**config.mk**
```make
export PLATFORM = sky130hd
export DESIGN_NAME = lbc_sum
export DESIGN_NICKNAME = d
export VERILOG_FILES = /design/src/design/lbc_pkg.sv /design/src/design/lbc_sum.sv
export SDC_FILE = /design/constraint.sdc
export NUM_CORES = 1
export LEC_CHECK = 0
export BUFFER_PORTS_ARGS = -buffer_cell sky130_fd_sc_hd__buf_2
export CAP_MARGIN = 20
export CORE_MARGIN = 3
export CORE_UTILIZATION = 45
export CTS_BUF_LIST = sky130_fd_sc_hd__clkbuf_16
export DETAILED_ROUTE_END_ITERATION = 8
export PLACE_DENSITY_LB_ADDON = 0.25
export SLEW_MARGIN = 20
export SYNTH_ARGS = -nofsm -noshare
export SYNTH_HDL_FRONTEND = slang
export SYNTH_SLANG_ARGS = --single-unit
```
**constraint.sdc**
```tcl
create_clock -name clk_i -period 7.1 [get_ports clk_i]
set_input_delay 1.065 -clock clk_i [delete_from_list [all_inputs] [get_ports clk_i]]
set_output_delay 1.065 -clock clk_i [all_outputs]
set_load 0.05 [all_outputs]
```
**src/design/lbc_pkg.sv**
```systemverilog
// Shared constants, types and direction tables for the D2Q9 BGK collision pipeline.
package lbc_pkg;

  localparam int unsigned FRAC_BITS_DEF = 16;
  localparam int unsigned DATA_W        = 32;
  localparam int unsigned NDIR          = 9;

  // Density and momentum sums of nine 32-bit values.
  localparam int unsigned SUM_W = 36;
  // Quotient bits of a velocity magnitude (saturates at 2^31-1).
  localparam int unsigned QUO_BITS = 31;
  // Partial remainder width: large enough for the divisor shifted by QUO_BITS.
  localparam int unsigned REM_W = SUM_W + QUO_BITS;
  // Width of the equilibrium polynomial.
  localparam int unsigned P_W = 64;
  // Width of the scaled product before the divide by nine.
  localparam int unsigned T_W = 36;

  // Floor division by nine of a T_W-bit value: reciprocal and one correction.
  localparam int unsigned DIV9_SHIFT = 36;
  localparam int unsigned DIV9_MUL_W = 33;
  localparam logic [DIV9_MUL_W-1:0] DIV9_MUL = 33'd7635497415;

  // Pipeline depths of the sub-blocks.
  localparam int unsigned SUM_LAT = 3;
  localparam int unsigned DIV_LAT = QUO_BITS + 2;
  localparam int unsigned EQU_LAT = 6;
  localparam int unsigned SCL_LAT = 6;
  localparam int unsigned TOT_LAT = SUM_LAT + DIV_LAT + EQU_LAT + SCL_LAT;

  // Direction order: nw, n, ne, w, c, e, sw, s, se.
  // Projection e.u is taken from one of: ux, uy, ux+uy, ux-uy, or zero.
  localparam int unsigned SRC_UX   = 0;
  localparam int unsigned SRC_UY   = 1;
  localparam int unsigned SRC_SUM  = 2;
  localparam int unsigned SRC_DIFF = 3;
  localparam int unsigned SRC_ZERO = 4;
  localparam int unsigned NSRC     = 4;

  localparam int unsigned EU_SRC [NDIR] = '{SRC_DIFF, SRC_UY, SRC_SUM, SRC_UX, SRC_ZERO,
                                            SRC_UX, SRC_SUM, SRC_UY, SRC_DIFF};
  localparam bit          EU_NEG [NDIR] = '{1'b1, 1'b0, 1'b0, 1'b1, 1'b0,
                                            1'b0, 1'b1, 1'b1, 1'b0};
  // Weight times 36 is 1, 4 or 16: a left shift.
  localparam int unsigned WT_SHIFT [NDIR] = '{0, 2, 0, 2, 4, 2, 0, 2, 0};

  typedef struct packed {
    logic [SUM_W-1:0] umx;
    logic [SUM_W-1:0] umy;
    logic [SUM_W-1:0] urho;
    logic             negx;
    logic             negy;
    logic             rho_neg;
    logic             rho_zero;
  } lbc_mom_t;

endpackage

```
**src/design/lbc_sum.sv**
```systemverilog
// Density and momentum sums with sign/magnitude split, three register stages.
module lbc_sum (
  input  logic                                   clk_i,
  input  logic                                   en_i,
  input  logic signed [lbc_pkg::DATA_W-1:0]      f_i [lbc_pkg::NDIR],
  output lbc_pkg::lbc_mom_t                      mom_o
);

  localparam int unsigned PW = lbc_pkg::DATA_W + 2;
  localparam int unsigned SW = lbc_pkg::SUM_W;

  logic signed [PW-1:0] top_q, mid_q, bot_q, lft_q, rgt_q;
  logic signed [SW-1:0] rho_q, mx_q, my_q;
  lbc_pkg::lbc_mom_t    mom_q;

  always_ff @(posedge clk_i) begin
    if (en_i) begin
      top_q <= PW'(f_i[0]) + PW'(f_i[1]) + PW'(f_i[2]);
      mid_q <= PW'(f_i[3]) + PW'(f_i[4]) + PW'(f_i[5]);
      bot_q <= PW'(f_i[6]) + PW'(f_i[7]) + PW'(f_i[8]);
      lft_q <= PW'(f_i[0]) + PW'(f_i[3]) + PW'(f_i[6]);
      rgt_q <= PW'(f_i[2]) + PW'(f_i[5]) + PW'(f_i[8]);
    end
  end

  always_ff @(posedge clk_i) begin
    if (en_i) begin
      rho_q <= SW'(top_q) + SW'(mid_q) + SW'(bot_q);
      mx_q  <= SW'(rgt_q) - SW'(lft_q);
      my_q  <= SW'(top_q) - SW'(bot_q);
    end
  end

  always_ff @(posedge clk_i) begin
    if (en_i) begin
      mom_q.umx      <= mx_q[SW-1]  ? SW'(-mx_q)  : SW'(mx_q);
      mom_q.umy      <= my_q[SW-1]  ? SW'(-my_q)  : SW'(my_q);
      mom_q.urho     <= rho_q[SW-1] ? SW'(-rho_q) : SW'(rho_q);
      mom_q.negx     <= mx_q[SW-1] ^ rho_q[SW-1];
      mom_q.negy     <= my_q[SW-1] ^ rho_q[SW-1];
      mom_q.rho_neg  <= rho_q[SW-1];
      mom_q.rho_zero <= (rho_q == '0);
    end
  end

  assign mom_o = mom_q;

endmodule

```
==> summary.txt <==
outcome: completed
min cycle time layout: 4604 ps
number of placement rows: 95
Power Internal: 0.009059 W
Flop pwr share: 29.0%
GRT Total Usage: 27.26%
CTS buffer count: 47
Syn Area/Cell: 11.13 sq um
P_sw: 0.007177 W
slowest stage delay, CP: 620 ps
Total Routed Length: 98830 um
YS warnings: 0
clock sink total: 388
HPWL after DPL: 83900 um
fraction of layout cells with a size suffix above 1: 16.14%
Via density: 5.707
Post-CTS Hold Buffers: 0
transition time of the tightest slew-check pin: 918.6 ps
most common cell after layout, fill and taps aside: buf_2
Final Cycle Share: 64.84%
Boundary Pins: 402
largest net degree at the start of global routing: 158
Slew Limit Fails: 0
CP Launch Type: primary input
first-pass GRT wire length: 145700 um
switch share: 44.20%
drt wl/cell: 24.09 um
Clk pwr share: 16.0%
Fin. Hold Viols: 0
GPL Wtd Cong: 0.9982
chip width: 267.8 um
Area Growth Syn to Fin: 15.35%
CP max stage cell: a21boi_0
final setup TNS: 0 ps
Remaining Overflow, GRT: 0
Max-slew headroom: 38.35%
CTS tree: built
Initial Utilization: 45.67%
drt first-iter violations: 1994
most frequent cells in the layout: buf_2 (400), edfxtp_1 (388), ha_1 (265), xnor2_1 (253), a21oi_1 (209)
Critical Path RT: 7440 ps
Main synth FF type: edfxtp_1
clock skew: 19.67 ps
post-synthesis cell type count: 81
CTS Root Cell: clkbuf_16
worst vdd ir: 0.2890 mV
flops & latches, synth: 388
TritonRoute pass-1 iters: 6
Power Density: 456.5 nW/um^2
Setup CP Type: primary input to flip-flop
CP Capture Type: flip-flop
Final nets: 3949
Finish-stage setup viols: 0
RSZ-0062 raised after global routing: false
Clock Path Buffers: 3
pre-CTS setup slack: 2000 ps
Vias: 23410
remaining antenna violation count: 0
Max Fclk: 217.2 MHz
P_leak: 15.17 nW
Synth async-reset ratio: 0%
vias in the first global route: 23800
Port Buf Inserts: 401
Remaining DRCs: 0
EDFF count, synth: 388
Synth Instances: 2769
Crit path top cell by count: o21ai_0
Hold/Removal Path Class: flip-flop to flip-flop
die area: 71690 sq um
die height: 267.8 um
Skew-Pair Late Insertion Delay: 600 ps
Final WS setup: 2496 ps
initial antenna violation count: 1
crit path cell chain: buf_2 > fa_1 > ha_1 > inv_1 > fa_1 > nor2b_1 > o21ai_0 > a21boi_0 > o21ai_0 > a31o_2 > a21o_1 > o21ai_0 > a311oi_1 > xnor2_1
clk slew on worst S/H paths: 60 ps
Core Region: 67510 sq um
H-tree Lvls: 2
crit-path max FO: 4
combinational power share: 55.0%
postcts setup bufs: 0
MaxCap Viol Count: 0
Seq/Total Area, Yosys: 37.79%
Arr. time, crit path: 4950 ps
mapped cell area: 30830 sq um
post_cts resized: 0
## registers in the layout (all words and copies together) (netlist names)
| register | count |
|---|---|
| mom_o | 112 |
| rho_q | 36 |
| mx_q | 35 |
| my_q | 35 |
| bot_q | 34 |
| lft_q | 34 |
| mid_q | 34 |
| rgt_q | 34 |
| top_q | 34 |
## cells by family (layout without fill, tap and decap cells)
family | after synthesis | count (layout) | synth area share (%)
xor+xnor | 329 | 329 | 9.346
flops | 388 | 388 | 37.79
fa+ha+maj | 467 | 467 | 23.87
other cells | 1 | 3 | 0.01216
mux | 1 | 1 | 0.03247
compound gates | 787 | 787 | 16.72
simple gates | 584 | 584 | 9.634
buf+inv | 212 | 670 | 2.593
## worst max-delay path, delay by kind of cell
kind | cells | cell delay [ps]
AOI/OAI and AO/OA | 7 | 2250
adders and majority gates | 3 | 1150
buffers and inverters | 2 | 190
xor gates and xnor gates | 1 | 160
and+or+nand+nor | 1 | 130
## synthesized netlist by cell type, types with 31 or more instances
master,count,share of area [%]
nor2b_1,35,0.71
edfxtp_1,388,38
xnor2_1,253,7.2
a31oi_1,33,0.67
nor2_1,138,1.7
clkbuf_1,32,0.39
ha_1,265,11
a21oi_1,209,3.4
fa_1,202,13
a21o_1,154,3.7
o31ai_1,36,0.88
o21a_1,35,0.85
xor2_1,76,2.2
nand2_1,160,1.9
inv_1,179,2.2
nand2b_1,31,0.63
nand3_1,50,0.81
o21ai_0,149,2.4
## layout make-up
class,instances,area (sq um)
Fill cell,6004,31950
Multi-Input combinational cell,2170,18380
Sequential cell,388,11650
Timing Repair Buffer,406,2087
Clock buffer,49,1226
Tap cell,873,1092
Inverter,179,671.9
Clock inverter,36,449.2
Antenna cell,1,2.502
## worst paths after layout
kind	startpoint	endpoint	slack [ps]	depth (start not counted)
worst max-delay path	f_i[65]	lft_q[29]$_DFFE_PP_	2500	14
worst min register to register	my_q[0]$_DFFE_PP_	mom_o[40]$_DFFE_PP_	500	0
worst max register to register	top_q[1]$_DFFE_PP_	rho_q[33]$_DFFE_PP_	2970	13
worst min-delay path	my_q[0]$_DFFE_PP_	mom_o[40]$_DFFE_PP_	500	0
## per-layer routing
metal	up-vias	share of wire, %	global-route usage, %
li1	11020	-	-
met1	11550	46	38.99
met2	719	46	43.91
met3	121	5.3	4.148
met4	0	2.4	6.588
met5	-	0	0
## power groups by stage
stage	clock (W)	sequential (W)	combinational [W]
after CTS	0.00265	0.00474	0.00890
final	0.00260	0.00471	0.00892
after global placement	0	0.00475	0.00875
after floorplan	0	0.00558	0.00547
after detailed placement	0	0.00477	0.00884
after global routing	0.00275	0.00483	0.00981
## per-stage QoR
| step | total power (W) | cells | utilization (%) | hold slack, ps | instance area (sq um) |
|---|---|---|---|---|---|
| final | 0.01624 | 4102 | 52.68 | 498.9 | 35560 |
| after global routing | 0.01739 | 4101 | 52.67 | 510.1 | 35560 |
| after CTS | 0.01629 | 4100 | 52.65 | 504.1 | 35550 |
| after detailed placement | 0.01361 | 4015 | 50.17 | 485.6 | 33870 |
| after global placement | 0.01351 | 4015 | 50.17 | 479.8 | 33870 |
| after floorplan | 0.01105 | 2770 | - | 441.6 | 30830 |
(Power assumes the default switching activity.)
